<file path="src/rtl/sme_pkg.sv">
// ----------------------------------------------------------------------------
// sme_pkg: shared types and constants of the stack machine executor
// Instruction codes, status codes, controller states and the command and
// status structs between controller and datapath.
// ----------------------------------------------------------------------------
package sme_pkg;
	localparam int DefStackDepth = 64;
	localparam int DataW = 32;

	typedef enum logic [3:0] {
		ACT_PUSH_IMM = 4'd0,
		ACT_PUSH_REG = 4'd1,
		ACT_POP_REG  = 4'd2,
		ACT_DIV      = 4'd3,
		ACT_SUB      = 4'd4,
		ACT_IN       = 4'd5,
		ACT_MUL      = 4'd6,
		ACT_OUT      = 4'd7,
		ACT_HLT      = 4'd8
	} action_t;

	typedef enum logic [2:0] {
		ST_OK      = 3'd0,
		ST_UNDER   = 3'd1,
		ST_OVER    = 3'd2,
		ST_DIVZ    = 3'd3,
		ST_IGNORED = 3'd4,
		ST_SAT     = 3'd5
	} status_t;

	typedef enum logic [2:0] {
		S_IDLE,
		S_RD1,
		S_RD2,
		S_EXEC,
		S_DIV,
		S_WB,
		S_RESP
	} state_t;

	typedef struct packed {
		logic load;
		logic rd_top;
		logic rd_next;
		logic exec;
		logic div_start;
		logic wb;
		logic resp_set;
	} cmd_t;

	typedef struct packed {
		logic two_op;
		logic is_div;
		logic div_busy;
	} stat_t;
endpackage

</file>
<file path="src/rtl/sme_ctrl.sv">
// ----------------------------------------------------------------------------
// sme_ctrl: instruction sequencer
// Steps each request through stack reads, execute, divide, write back and response.
// ----------------------------------------------------------------------------
module sme_ctrl import sme_pkg::*; (
	input  logic  clk,
	input  logic  arst_n,
	input  logic  in_fire,
	input  logic  resp_free,
	input  stat_t stat,
	output cmd_t  cmd,
	output logic  idle
);
	state_t state_q, state_d;

	always_ff @(posedge clk or negedge arst_n) begin
		if (!arst_n) state_q <= S_IDLE;
		else state_q <= state_d;
	end

	always_comb begin
		state_d = state_q;
		unique case (state_q)
			S_IDLE: if (in_fire) state_d = S_RD1;
			S_RD1: state_d = stat.two_op ? S_RD2 : S_EXEC;
			S_RD2: state_d = S_EXEC;
			S_EXEC: state_d = stat.is_div ? S_DIV : S_WB;
			S_DIV: if (!stat.div_busy) state_d = S_WB;
			S_WB: state_d = S_RESP;
			S_RESP: if (resp_free) state_d = S_IDLE;
			default: state_d = S_IDLE;
		endcase
	end

	always_comb begin
		cmd = '0;
		idle = 1'b0;
		unique case (state_q)
			S_IDLE: begin
				idle = 1'b1;
				cmd.load = in_fire;
			end
			S_RD1: cmd.rd_top = 1'b1;
			S_RD2: cmd.rd_next = 1'b1;
			S_EXEC: begin
				cmd.exec = 1'b1;
				cmd.div_start = stat.is_div;
			end
			S_DIV: ;
			S_WB: cmd.wb = 1'b1;
			S_RESP: cmd.resp_set = resp_free;
			default: ;
		endcase
	end
endmodule

</file>
<file path="config.mk">
export PLATFORM = sky130hd
export DESIGN_NAME = sme_ctrl
export DESIGN_NICKNAME = d
export VERILOG_FILES = /design/src/rtl/sme_pkg.sv /design/src/rtl/sme_ctrl.sv
export SDC_FILE = /design/constraint.sdc
export NUM_CORES = 1
export LEC_CHECK = 0
export BUFFER_PORTS_ARGS = -buffer_cell sky130_fd_sc_hd__buf_4
export CAP_MARGIN = 5
export CELL_PAD_IN_SITES_DETAIL_PLACEMENT = 1
export CELL_PAD_IN_SITES_GLOBAL_PLACEMENT = 1
export CORE_AREA = 2 2 39 41
export DETAILED_ROUTE_END_ITERATION = 8
export DIE_AREA = 0 0 41 43
export HOLD_SLACK_MARGIN = 0.06
export PLACE_DENSITY_LB_ADDON = 0.1
export SETUP_SLACK_MARGIN = 0.02
export SYNTH_ARGS = -nofsm -noshare
export SYNTH_HDL_FRONTEND = slang
export SYNTH_SLANG_ARGS = --single-unit
</file>
<file path="constraint.sdc">
create_clock -name clk -period 2.3 [get_ports clk]
set_input_delay 0.23 -clock clk [delete_from_list [all_inputs] [get_ports clk]]
set_output_delay 0.23 -clock clk [all_outputs]
set_load 0.02 [all_outputs]
</file>
# Word-level counts from Yosys, hierarchy flattened
# Index checks and enable logic that the tools add are counted.
# classes
n_reduce_logical	2
mux	13
eq_ne	9
# ops
operator	count
case mux 3 bit (7 select lines)	1
== test 3 bit (second input constant)	3
2-to-1 mux 3 bit	3
2-to-1 mux 1 bit	8
== test 3 x 2 -> 1 bit (second input constant)	2
inequality test 2 bit (second input constant)	3
== test 3 x 1 -> 1 bit (second input constant)	1
zero test 3 bit	1
AND reduction 3 bit	1
2-to-1 mux 2 bit	1
# totals
regBits	3
output_inout_bits	8
wordCells	25

# Logic depth before layout (Yosys ltp)
# Gate-level depths: netlist of the first run.
# depth
depth_word	3
depth_mapped	3
ltp_nobuf	3

# Worst setup path before layout of the first run
# Ideal clock, no wire load.
# synth_path
path_kind	register to output
start	register state_q[1]
end	output cmd[6] in the netlist's numbering
arrival_time_ns	1.303
setup_slack_ns	0.767
stages_incl_launch_ff	3
path_cell_list	dfrtp_1 -> nor3_1 -> and2_1
# synth_rtl
element	line	text
start, declared	sme_ctrl.sv:14	state_t state_q, state_d;
start signal, assigned	sme_ctrl.sv:18	else state_q <= state_d;
end, declared	sme_ctrl.sv:11	output cmd_t cmd,

==> results of run 1 <==
[area by class of cell]
type                       count  share of cell area, %
multi-input combinational     20                   33.8
timing repair buffer          15                   31.7
sequential                     3                   20.7
clock buffer                   4                   7.24
tap                           16                   5.52
inverter                       1                   1.03
[critical path: cells and delay by family, from the launching register on]
kind	cells	cell delay, ns
DFF	1	0.46
buffers and inverters	2	0.22
and+or+nand+nor	2	0.34
[through the flow]
stage,util [%],instances
2_1_floorplan,-,24
3_3_place_gp,23.6,54
3_5_place_dp,23.6,54
4_1_cts,26.2,59
5_1_grt,26.2,59
6_report,26.2,59
[worst max-delay path by stage]
stage	cells after the start	end	start
after floorplan	2	cmd[6]	state_q[1]
after global placement	4	cmd[2]	state_q[2]
after detailed placement	4	cmd[2]	state_q[2]
after CTS	4	cmd[2]	state_q[2]
after global routing	4	cmd[2]	state_q[2]
final	4	cmd[2]	state_q[2]
[placed cells by master (no fill, tap or decap)]
master and instances:
sky130_fd_sc_hd__and2b_1 1, sky130_fd_sc_hd__a21oi_1 2, sky130_fd_sc_hd__nor3b_1 1, sky130_fd_sc_hd__dfrtp_1 3, sky130_fd_sc_hd__nor2b_1 1, sky130_fd_sc_hd__a21o_2 1, sky130_fd_sc_hd__dlygate4sd3_1 1, sky130_fd_sc_hd__inv_2 1
sky130_fd_sc_hd__o32ai_1 1, sky130_fd_sc_hd__nor3_1 1, sky130_fd_sc_hd__and2_1 2, sky130_fd_sc_hd__and3_4 1, sky130_fd_sc_hd__o21ai_0 2, sky130_fd_sc_hd__buf_4 14, sky130_fd_sc_hd__clkbuf_1 1, sky130_fd_sc_hd__nand2_1 1
sky130_fd_sc_hd__nand2b_1 2, sky130_fd_sc_hd__nor2_1 3, sky130_fd_sc_hd__and2_2 1, sky130_fd_sc_hd__clkbuf_4 3
[timing repair]
item	4_1_cts	5_1_grt
setup endpoints to repair	0	0
endpoints found under the hold margin	3	0
hold buffers	1	0
buffers inserted	0	0
[power by group]
| part | switching, uW | internal (uW) | total (uW) |
|---|---|---|---|
| logic | 136 | 129 | 265 |
| clock network | 25.9 | 64.9 | 90.8 |
| registers | 50.3 | 79.4 | 130 |
[metal layers]
layer | vias to the layer above | global-route usage [%]
met5 | - | 0
met4 | 0 | 10.0
met3 | 0 | 3.14
met2 | 5 | 12.5
met1 | 108 | 11.3
li1 | 120 | -
[cell families after synthesis]
family	Yosys count	share of synthesized area [%]
and+or+nand+nor	14	42.2
buffers and inverters	1	1.86
DFF	3	37.3
AOI/OAI and AO/OA	6	18.6
==> qor.txt, run 1 <==
Antenna violations before repair -> 0
R2r endpoint -> state_q[2]
Number of cells traversed by the worst register-to-register path -> 3
Largest vdd supply drop -> 0.473 mV
Crit Path Max Fanout -> 8
Clock Skew -> 0.000650 ns
Post-Synthesis Mean Instance Area -> 8.39 um^2
Commonest cells in the netlist -> sky130_fd_sc_hd__dfrtp_1 (3), sky130_fd_sc_hd__nor2_1 (3)
Via count of the first global-routing pass -> 228
Largest registers ranked by flip-flop count -> state_q (3)
Tightest Pin Transition -> 0.241 ns
Cells taking the most area after synthesis -> sky130_fd_sc_hd__dfrtp_1 (37%), sky130_fd_sc_hd__and2_1 (6.2%), sky130_fd_sc_hd__nand2b_1 (6.2%)
Reg2Reg Setup Slack -> 1.27 ns
Placement row count -> 14
Largest stage delay on the critical path -> 0.46 ns
Register area share after synthesis -> 37.3%
Endpoint required time on the critical path -> 2.07 ns
Wire length on met2 -> 317 um
Aggregate global-route resource usage -> 9.66%
Dpl cell area -> 327 um^2
Setup repair after global routing missed its margin -> false
Drt wl/cell -> 10.2 um
Crit path capture type -> output port
Top register by number of flip-flops -> state_q
Multi-input combinational cell area -> 123 um^2
Maximum number of pins on one net before global-route repair -> 9
Overall die area -> 1760 um^2
Number of CTS-inserted buffers -> 3
Area growth, synth to finish -> 80.1%
Critical R2R Launch -> state_q[2]
CTS clk-pin slew, worst paths -> 0.04 ns
Fraction of layout cells with a size suffix above 1 -> 48.8%
Run status -> completed
Met1 wire length -> 263 um
TritonCTS clock tree -> built
Final weighted congestion in routability-driven placement -> 0.666
Routed vias -> 233
Power density of the placed cells -> 1340 nW/um^2
Max reg flops -> 3
Buffers on Ports -> 14
Filler Cells Inserted -> 182
Storage cell area -> 75.1 um^2
Area of the mapped netlist -> 201 um^2
Number of endpoints with negative hold slack in the final report -> 0
Slowest CP cell -> sky130_fd_sc_hd__dfrtp_1
Number of max-cap violations -> 0
Post-synth EDFFs -> 0
Sum of negative setup slack -> 0 ns
Number of max-slew violations in the final report -> 0
Period utilization -> 64.5%
1st-pass router iterations -> 3
Tightest slew margin relative to the limit -> 83.9%
Clock latency at the later pin of the worst-skew pair -> 0.23 ns
Floorplan Core Area -> 1380 um^2
Area fraction of the dominant cell type after synthesis -> 37.3%
Number of warnings issued by yosys -> 0
Met3 WL post-DR -> 19 um
Number of buffers on the longest clock path -> 2
Final routed wirelength across all metal layers -> 601 um
Overall power -> 485 uW
Worst Setup Start Kind -> flip-flop
Count of different cell masters after synthesis -> 16
Fin area -> 363 um^2
Total setup violations reported at the end of the flow -> 0
Class of the tightest hold or removal check -> input port to asynchronous set/reset pin
Primary FF master, synth -> sky130_fd_sc_hd__dfrtp_1
Seq cells post-synth -> 3
Detailed-route vias per instance -> 3.95
Net Count, Synth -> 31
Number of gates given a new drive strength after cts -> 0
Remaining global-route overflow -> 0
Worst hold slack across all endpoints -> 0.327 ns
Count of H-tree levels built during CTS -> 1
Leakage power of the design -> 0.000180 uW
Number of cells produced by synthesis -> 24
Type of the worst setup path -> flip-flop to output port
Number of violations reported at the end of detailed-routing iteration 0 -> 1
Post-layout min period -> 1.48 ns
Initial standard-cell utilization of the core -> 14.6%
Top layer used by detailed routing -> met3
Nets -> 51
Number of inserted diodes -> 0
Global-route wire length before repair -> 1.04 mm
Crit path DAT -> 1.25 ns
Sinks on Clock Net -> 3
I/O pin count -> 15
Proportion of synthesized flip-flops having asynchronous set or reset -> 100%
Remaining DRCs -> 0
Root buffer cell -> sky130_fd_sc_hd__clkbuf_4
CP Cell Sequence -> inv_2 > and3_4 > and2_1 > buf_4
Post-route worst setup slack -> 0.815 ns
Biggest area consumer among synthesized cells -> sky130_fd_sc_hd__dfrtp_1
Chip Height -> 43 um
Post-route antenna net violation count -> 0
Maximum operating frequency -> 0.674 GHz
Setup Slack @ Placement -> 1.04 ns
Die outline width -> 41 um
Note: power is estimated with default switching activity, not from simulation.
==> inputs of run 2 (changes only) <==
clock period = 1.4 ns   (was 2.3 ns; I/O delays follow)
==> run 2 against run 1 <==
  * Global-route usage up 1.0 points
  * Critical path type unchanged
  * Non-clock buffer count up 3
  * First-iteration DRC count up 100%
  * Critical path depth unchanged
==> qor.txt, run 2 (same netlist as run 1, synthesis figures left out) <==
Count of H-tree levels built during CTS -> 1 (unchanged)
Remaining global-route overflow -> 0 (unchanged)
Sum of negative setup slack -> 0 ns (unchanged)
Filler Cells Inserted -> 178 (-2.2%)
Reg2Reg Setup Slack -> 0.29 ns (-0.98 ns)
Period utilization -> 94.9%
Post-detail-place hpwl -> 526 um
Leakage power of the design -> 0.000196 uW (+8.9%)
Chip Height -> 43 um (unchanged)
Number of endpoints with negative hold slack in the final report -> 0 (unchanged)
Number of buffers on the longest clock path -> 2 (unchanged)
Worst Setup Start Kind -> flip-flop
Commonest cells after routing, fill and taps aside -> sky130_fd_sc_hd__buf_4 (16), sky130_fd_sc_hd__nor2_1 (3), sky130_fd_sc_hd__clkbuf_4 (3), sky130_fd_sc_hd__dfrtp_2 (3)
Class of the tightest hold or removal check -> input port to asynchronous set/reset pin
Largest vdd supply drop -> 0.568 mV (+20%)
Nets -> 54 (+5.9%)
I/O pin count -> 15 (unchanged)
Max reg flops -> 3 (unchanged)
Sinks on Clock Net -> 3 (unchanged)
Number of cells traversed by the worst register-to-register path -> 4 (+1)
Initial standard-cell utilization of the core -> 14.6% (unchanged)
Slowest CP cell -> sky130_fd_sc_hd__dfrtp_2
Via count of the first global-routing pass -> 277 (+21%)
Maximum operating frequency -> 0.752 GHz
Largest registers ranked by flip-flop count -> state_q (3)
CTS clk-pin slew, worst paths -> 0.04 ns (about the same)
Die outline width -> 41 um (unchanged)
Overall die area -> 1760 um^2 (unchanged)
Aggregate global-route resource usage -> 10.7% (+1.0 points)
Final standard cell count with taps included and fillers excluded -> 62 (+5.1%)
Detailed-route vias per instance -> 4.18 (+5.8%)
Leading cell type in the layout, fill and taps excluded -> sky130_fd_sc_hd__buf_4
Overall power -> 919 uW (+89%)
Crit path DAT -> 1.19 ns (-0.06 ns)
Maximum number of pins on one net before global-route repair -> 9 (unchanged)
Internal power -> 524 uW (+92%)
Power density of the placed cells -> 2260 nW/um^2 (+69%)
Number of violations reported at the end of detailed-routing iteration 0 -> 2 (+1)
Number of CTS-inserted buffers -> 3 (unchanged)
Relative contribution of sequential cells to total power -> 26.0% (-0.7 points)
Crit path capture type -> output port
Floorplan Core Area -> 1380 um^2 (unchanged)
Tightest slew margin relative to the limit -> 82.5% (-1.4 points)
Routed vias -> 259 (+11%)
Remaining DRCs -> 0 (unchanged)
Tightest Pin Transition -> 0.261 ns (+0.0200 ns)
Root buffer cell -> sky130_fd_sc_hd__clkbuf_4
Number of max-slew violations in the final report -> 0 (unchanged)
Buffers on Ports -> 14 (unchanged)
Final routed wirelength across all metal layers -> 694 um (+15%)
Drt wl/cell -> 11.2 um (+9.9%)
Post-layout utilization of the core -> 29.4% (+3.2 points)
Top register by number of flip-flops -> state_q
Type of the worst setup path -> flip-flop to output port
CP Cell Sequence -> inv_2 > and3_4 > and2_4 > buf_6
Global-route wire length before repair -> 1.21 mm (+17%)
Clock Skew -> 0.00279 ns (+0.00214 ns)
Area growth, synth to finish -> 102%
TritonCTS clock tree -> built
Switching power of the nets -> 395 uW (+86%)
Cell count after placement -> 55 (+1.9%)
Clock latency at the later pin of the worst-skew pair -> 0.23 ns (about the same)
R2r endpoint -> state_q[0]
Final weighted congestion in routability-driven placement -> 0.649 (-2.5%)
Number of max-cap violations -> 0 (unchanged)
Placement row count -> 14 (unchanged)
Setup repair after global routing missed its margin -> true
Post-layout min period -> 1.33 ns
Total setup violations reported at the end of the flow -> 0 (unchanged)
Net switching fraction of the power -> 42.9% (-0.76 points)
Crit Path Max Fanout -> 5 (-3)
Endpoint required time on the critical path -> 1.26 ns (-0.81 ns)
1st-pass router iterations -> 2 (-1)
Share of power burned in the clock network -> 16.4% (-2.3 points)
Logic gate share of total power -> 57.6% (+3.0 points)
Largest stage delay on the critical path -> 0.44 ns (-0.02 ns)
Post-route antenna net violation count -> 0 (unchanged)
Antenna violations before repair -> 0 (unchanged)
Critical R2R Launch -> state_q[0]
Number of inserted diodes -> 0 (unchanged)
Fraction of layout cells with a size suffix above 1 -> 63.0% (+14 points)
Run status -> completed
[run 2: changes by cell type in the layout (fill, tap and decap cells not counted)]
cell                      previous run  this run
sky130_fd_sc_hd__dfrtp_1             3         0
sky130_fd_sc_hd__nor3_4              0         1
sky130_fd_sc_hd__buf_4              14        16
sky130_fd_sc_hd__dfrtp_2             0         3
sky130_fd_sc_hd__nor3_1              1         0
sky130_fd_sc_hd__buf_6               0         1
sky130_fd_sc_hd__and2_4              0         1
sky130_fd_sc_hd__and2_1              2         1
[run 2: how the worst max path moves through the flow]
stage | start | end | cells after the start
3_3_place_gp | state_q[2] | cmd[2] | 4
2_1_floorplan | state_q[1] | cmd[6] | 2
6_report | state_q[2] | cmd[2] | 4
5_1_grt | state_q[1] | cmd[6] | 3
3_5_place_dp | state_q[2] | cmd[2] | 4
4_1_cts | state_q[1] | cmd[2] | 3
[run 2: what timing repair did]
item | in CTS | in global routing
endpoints found under the setup margin | 1 | 5
hold endpoints to repair | 3 | 0
buffers inserted | 0 | 2
hold buffers | 1 | 0
gates resized for setup | 2 | 4
[run 2: layout make-up]
cell class	count	area [um^2]	share of cell area, %
Tap cell	16	20.0	4.92
Inverter	1	3.75	0.923
Multi-Input combinational cell	20	136	33.5
Timing Repair Buffer	18	141	34.8
Sequential cell	3	78.8	19.4
Clock buffer	4	26.3	6.46
[run 2: critical path, delay by kind of cell, from the launching register on]
family	cells	cell delay [ns]
buffers and inverters	2	0.18
DFF	1	0.44
and+or+nand+nor	2	0.33
[run 2: power groups by stage]
stage | clock network (uW) | registers [uW] | logic, uW
2_1_floorplan | 0 | 197 | 282
3_3_place_gp | 0 | 221 | 478
3_5_place_dp | 0 | 219 | 472
4_1_cts | 155 | 227 | 478
5_1_grt | 173 | 250 | 584
6_report | 151 | 239 | 529
[run 2: stage by stage]
stage | area [um^2] | hold WS (ns) | setup slack [ns]
finish | 407 | 0.225 | 0.0709
global route | 407 | 0.239 | 0.00869
CTS | 378 | 0.229 | 0.0282
detailed placement | 339 | -0.0683 | 0.271
global placement | 339 | -0.0721 | 0.277
floorplan | 206 | -0.156 | 0.156
[run 2: layer usage]
| metal | track usage [%] | wire [um] |
|---|---|---|
| met5 | 0 | 0 |
| met4 | 8.00 | 11 |
| met3 | 4.71 | 71 |
| met2 | 12.8 | 293 |
| met1 | 14.2 | 318 |
==> inputs of run 3 (changes only) <==
ABC_AREA = 1   (was default)
==> run 3 against run 2 <==
  * Global-route usage rose by 0.21 points
  * Sequential power is 9.2% lower
  * Count of clock-buffer cells in the layout unchanged
  * Critical endpoint unchanged
  * Register-to-register slack better by 0.08 ns
  * Total power is 9.4% higher
  * Die area unchanged
  * Wire length rose by 7.3%
==> qor.txt, run 3 <==
Post-layout min period -> 1.29 ns (-0.0344 ns)
Total setup violations reported at the end of the flow -> 0 (unchanged)
Routed vias -> 320 (+24%)
Number of warnings issued by yosys -> 0 (unchanged)
Nets -> 71 (+31%)
Crit path capture type -> output port
Post-route worst setup slack -> 0.105 ns (+0.0344 ns)
Count of different cell masters after synthesis -> 13 (-3)
Remaining DRCs -> 0 (unchanged)
Biggest area consumer among synthesized cells -> sky130_fd_sc_hd__dfrtp_1
Final routed wirelength across all metal layers -> 745 um (+7.3%)
Area fraction in compound gates after synthesis -> 6.70% (-12 points)
Top register by number of flip-flops -> state_q
Die outline width -> 41 um (unchanged)
Adder and majority cell fraction of the synthesized area -> 0% (unchanged)
I/O pin count -> 15 (unchanged)
Number of buffers on the longest clock path -> 2 (unchanged)
Via count of the first global-routing pass -> 301 (+8.7%)
Switching power of the nets -> 476 uW (+21%)
Number of inserted diodes -> 0 (unchanged)
Run status -> completed
Period utilization -> 92.5% (-2.5 points)
Share of power burned in the clock network -> 15.4% (-1.0 points)
Drt wl/cell -> 9.43 um (-16%)
Area growth, synth to finish -> 68.9%
Logic gate share of total power -> 63.0% (+5.4 points)
Number of violations reported at the end of detailed-routing iteration 0 -> 3 (+1)
Fin area -> 442 um^2 (+8.6%)
Relative contribution of sequential cells to total power -> 21.6% (-4.4 points)
Clock Skew -> 0.000395 ns (-0.00240 ns)
Number of max-cap violations -> 0 (unchanged)
Worst Setup Start Kind -> flip-flop
Number of endpoints with negative hold slack in the final report -> 0 (unchanged)
Commonest cells after routing, fill and taps aside -> sky130_fd_sc_hd__buf_4 (17), sky130_fd_sc_hd__nor2_1 (12), sky130_fd_sc_hd__inv_1 (8), sky130_fd_sc_hd__nand3_1 (6)
Post-Synthesis Mean Instance Area -> 6.23 um^2 (-26%)
Post-detail-place hpwl -> 592 um (+13%)
Register area share after synthesis -> 28.7% (-8.6 points)
Aggregate global-route resource usage -> 10.9% (+0.21 points)
Buffers on Ports -> 14 (unchanged)
Largest registers ranked by flip-flop count -> state_q (3)
Number of max-slew violations in the final report -> 0 (unchanged)
Area of the mapped netlist -> 262 um^2 (+30%)
Post-route antenna net violation count -> 0 (unchanged)
Fraction of layout cells with a size suffix above 1 -> 46.0% (-17 points)
Dpl cell area -> 375 um^2 (+11%)
1st-pass router iterations -> 3 (+1)
Class of the tightest hold or removal check -> input port to flip-flop
TritonCTS clock tree -> built
Chip Height -> 43 um (unchanged)
Internal power -> 529 uW (+0.91%)
Tightest slew margin relative to the limit -> 87.7% (+5.1 points)
Type of the worst setup path -> flip-flop to output port
Crit Path Max Fanout -> 7 (+2)
Synth Area in Simple Gates -> 44.5% (+2.3 points)
Floorplan Core Area -> 1380 um^2 (unchanged)
Leakage power of the design -> 0.000272 uW (+39%)
Tightest Pin Transition -> 0.185 ns (-0.0763 ns)
Leading cell type in the layout, fill and taps excluded -> sky130_fd_sc_hd__buf_4
Cells taking the most area after synthesis -> sky130_fd_sc_hd__dfrtp_1 (29%), sky130_fd_sc_hd__nor2_1 (17%), sky130_fd_sc_hd__nand3_1 (11%)
Commonest cells in the netlist -> sky130_fd_sc_hd__nor2_1 (12), sky130_fd_sc_hd__inv_1 (8), sky130_fd_sc_hd__nand3_1 (6)
Sinks on Clock Net -> 3 (unchanged)
Proportion of synthesized flip-flops having asynchronous set or reset -> 100% (unchanged)
CTS clk-pin slew, worst paths -> 0.04 ns (about the same)
Mux contribution to synthesized area -> 0% (unchanged)
Power density of the placed cells -> 2280 nW/um^2 (+0.73%)
Top layer used by detailed routing -> met3
Global-route wire length before repair -> 1.26 mm (+3.4%)
Remaining global-route overflow -> 0 (unchanged)
Net switching fraction of the power -> 47.4% (+4.4 points)
Setup repair after global routing missed its margin -> false
Wire length on met2 -> 395 um (+35%)
Clock latency at the later pin of the worst-skew pair -> 0.23 ns (about the same)
Antenna violations before repair -> 0 (unchanged)
Number of CTS-inserted buffers -> 3 (unchanged)
Detailed-route vias per instance -> 4.05 (-3.0%)
Placement row count -> 14 (unchanged)
Xor and xnor fraction of the mapped netlist area -> 0% (unchanged)
Number of cells produced by synthesis -> 42 (+75%)
Initial standard-cell utilization of the core -> 18.9% (+4.3 points)
Final weighted congestion in routability-driven placement -> 0.707 (+8.9%)
Post-layout utilization of the core -> 31.9% (+2.5 points)
Root buffer cell -> sky130_fd_sc_hd__clkbuf_4
Most repeated cell in the gate-level netlist after synthesis -> sky130_fd_sc_hd__nor2_1
Maximum operating frequency -> 0.772 GHz (+2.7%)
Max reg flops -> 3 (unchanged)
Crit path DAT -> 1.15 ns (-0.04 ns)
Area fraction of the dominant cell type after synthesis -> 28.7% (-8.6 points)
Largest vdd supply drop -> 0.671 mV (+18%)
Primary FF master, synth -> sky130_fd_sc_hd__dfrtp_1
Met3 WL post-DR -> 57 um (-20%)
Sum of negative setup slack -> 0 ns (unchanged)
Endpoint required time on the critical path -> 1.26 ns (about the same)
Overall die area -> 1760 um^2 (unchanged)
Count of H-tree levels built during CTS -> 1 (unchanged)
Setup Slack @ Placement -> 0.296 ns (+0.0254 ns)
Combinational family with the most area after synthesis -> simple AND/OR/NAND/NOR gates
Met1 wire length -> 293 um (-7.9%)
Seq cells post-synth -> 3 (unchanged)
Net Count, Synth -> 49 (+58%)
Post-synth EDFFs -> 0 (unchanged)
Maximum number of pins on one net before global-route repair -> 9 (unchanged)
[run 3: final cells by class]
cell class              count  area (um^2)
clock buffers               4         26.3
fillers                   185          942
inverters                  11         41.3
multi-input cells          27          139
flip-flops and latches      3         77.6
well taps                  16         20.0
repair buffers             18          138
[run 3: critical path, cell delays in order, from the launching register on]
cell                      delay (ns)
sky130_fd_sc_hd__dfrtp_1        0.42
sky130_fd_sc_hd__inv_2          0.14
sky130_fd_sc_hd__nand3_2        0.10
sky130_fd_sc_hd__nor2_1         0.11
sky130_fd_sc_hd__buf_4          0.15
[run 3: final timing paths]
path	from	endpoint	slack, ns	depth (start not counted)
worst max-delay path	state_q[2]	cmd[2]	0.11	4
worst min-delay path	stat[1]	state_q[0]	0.20	4
worst max register to register	state_q[1]	state_q[2]	0.37	5
worst min register to register	state_q[0]	state_q[1]	0.66	2
max in group asynchronous	arst_n	state_q[0]	1.06	2
min in group asynchronous	arst_n	state_q[1]	0.23	2
[run 3: repair_timing]
| item | 4_1_cts | 5_1_grt |
|---|---|---|
| endpoints found under the hold margin | 3 | 0 |
| hold buffers | 1 | 0 |
| resized for setup | 0 | 3 |
| endpoints found under the setup margin | 0 | 5 |
| setup buffers | 0 | 3 |
[run 3: kinds of logic (layout without fill, tap and decap cells)]
logic type,Yosys count,in the layout
AO/OA/AOI/OAI,2,2
buffers and inverters,12,33
flip-flops,3,3
AND/OR/NAND/NOR,25,25
[run 3: stage by stage]
| step | total power, uW | hold slack (ns) | cells |
|---|---|---|---|
| 3_3_place_gp | 787 | -0.0664 | 71 |
| 5_1_grt | 1110 | 0.233 | 79 |
| 3_5_place_dp | 780 | -0.0680 | 71 |
| 6_report | 1010 | 0.199 | 79 |
| 2_1_floorplan | 602 | -0.156 | 42 |
| 4_1_cts | 945 | 0.198 | 76 |
[run 3: routing by layer]
layer	global-route usage [%]	vias to the layer above
met5	0	-
met4	8.00	0
met3	3.66	0
met2	15.9	13
met1	12.3	138
li1	-	169
[run 3: power groups by stage]
stage	clock (uW)	sequential (uW)	combinational, uW
2_1_floorplan	0	179	423
3_3_place_gp	0	225	561
3_5_place_dp	0	223	558
4_1_cts	158	222	565
5_1_grt	169	230	712
6_report	154	217	634
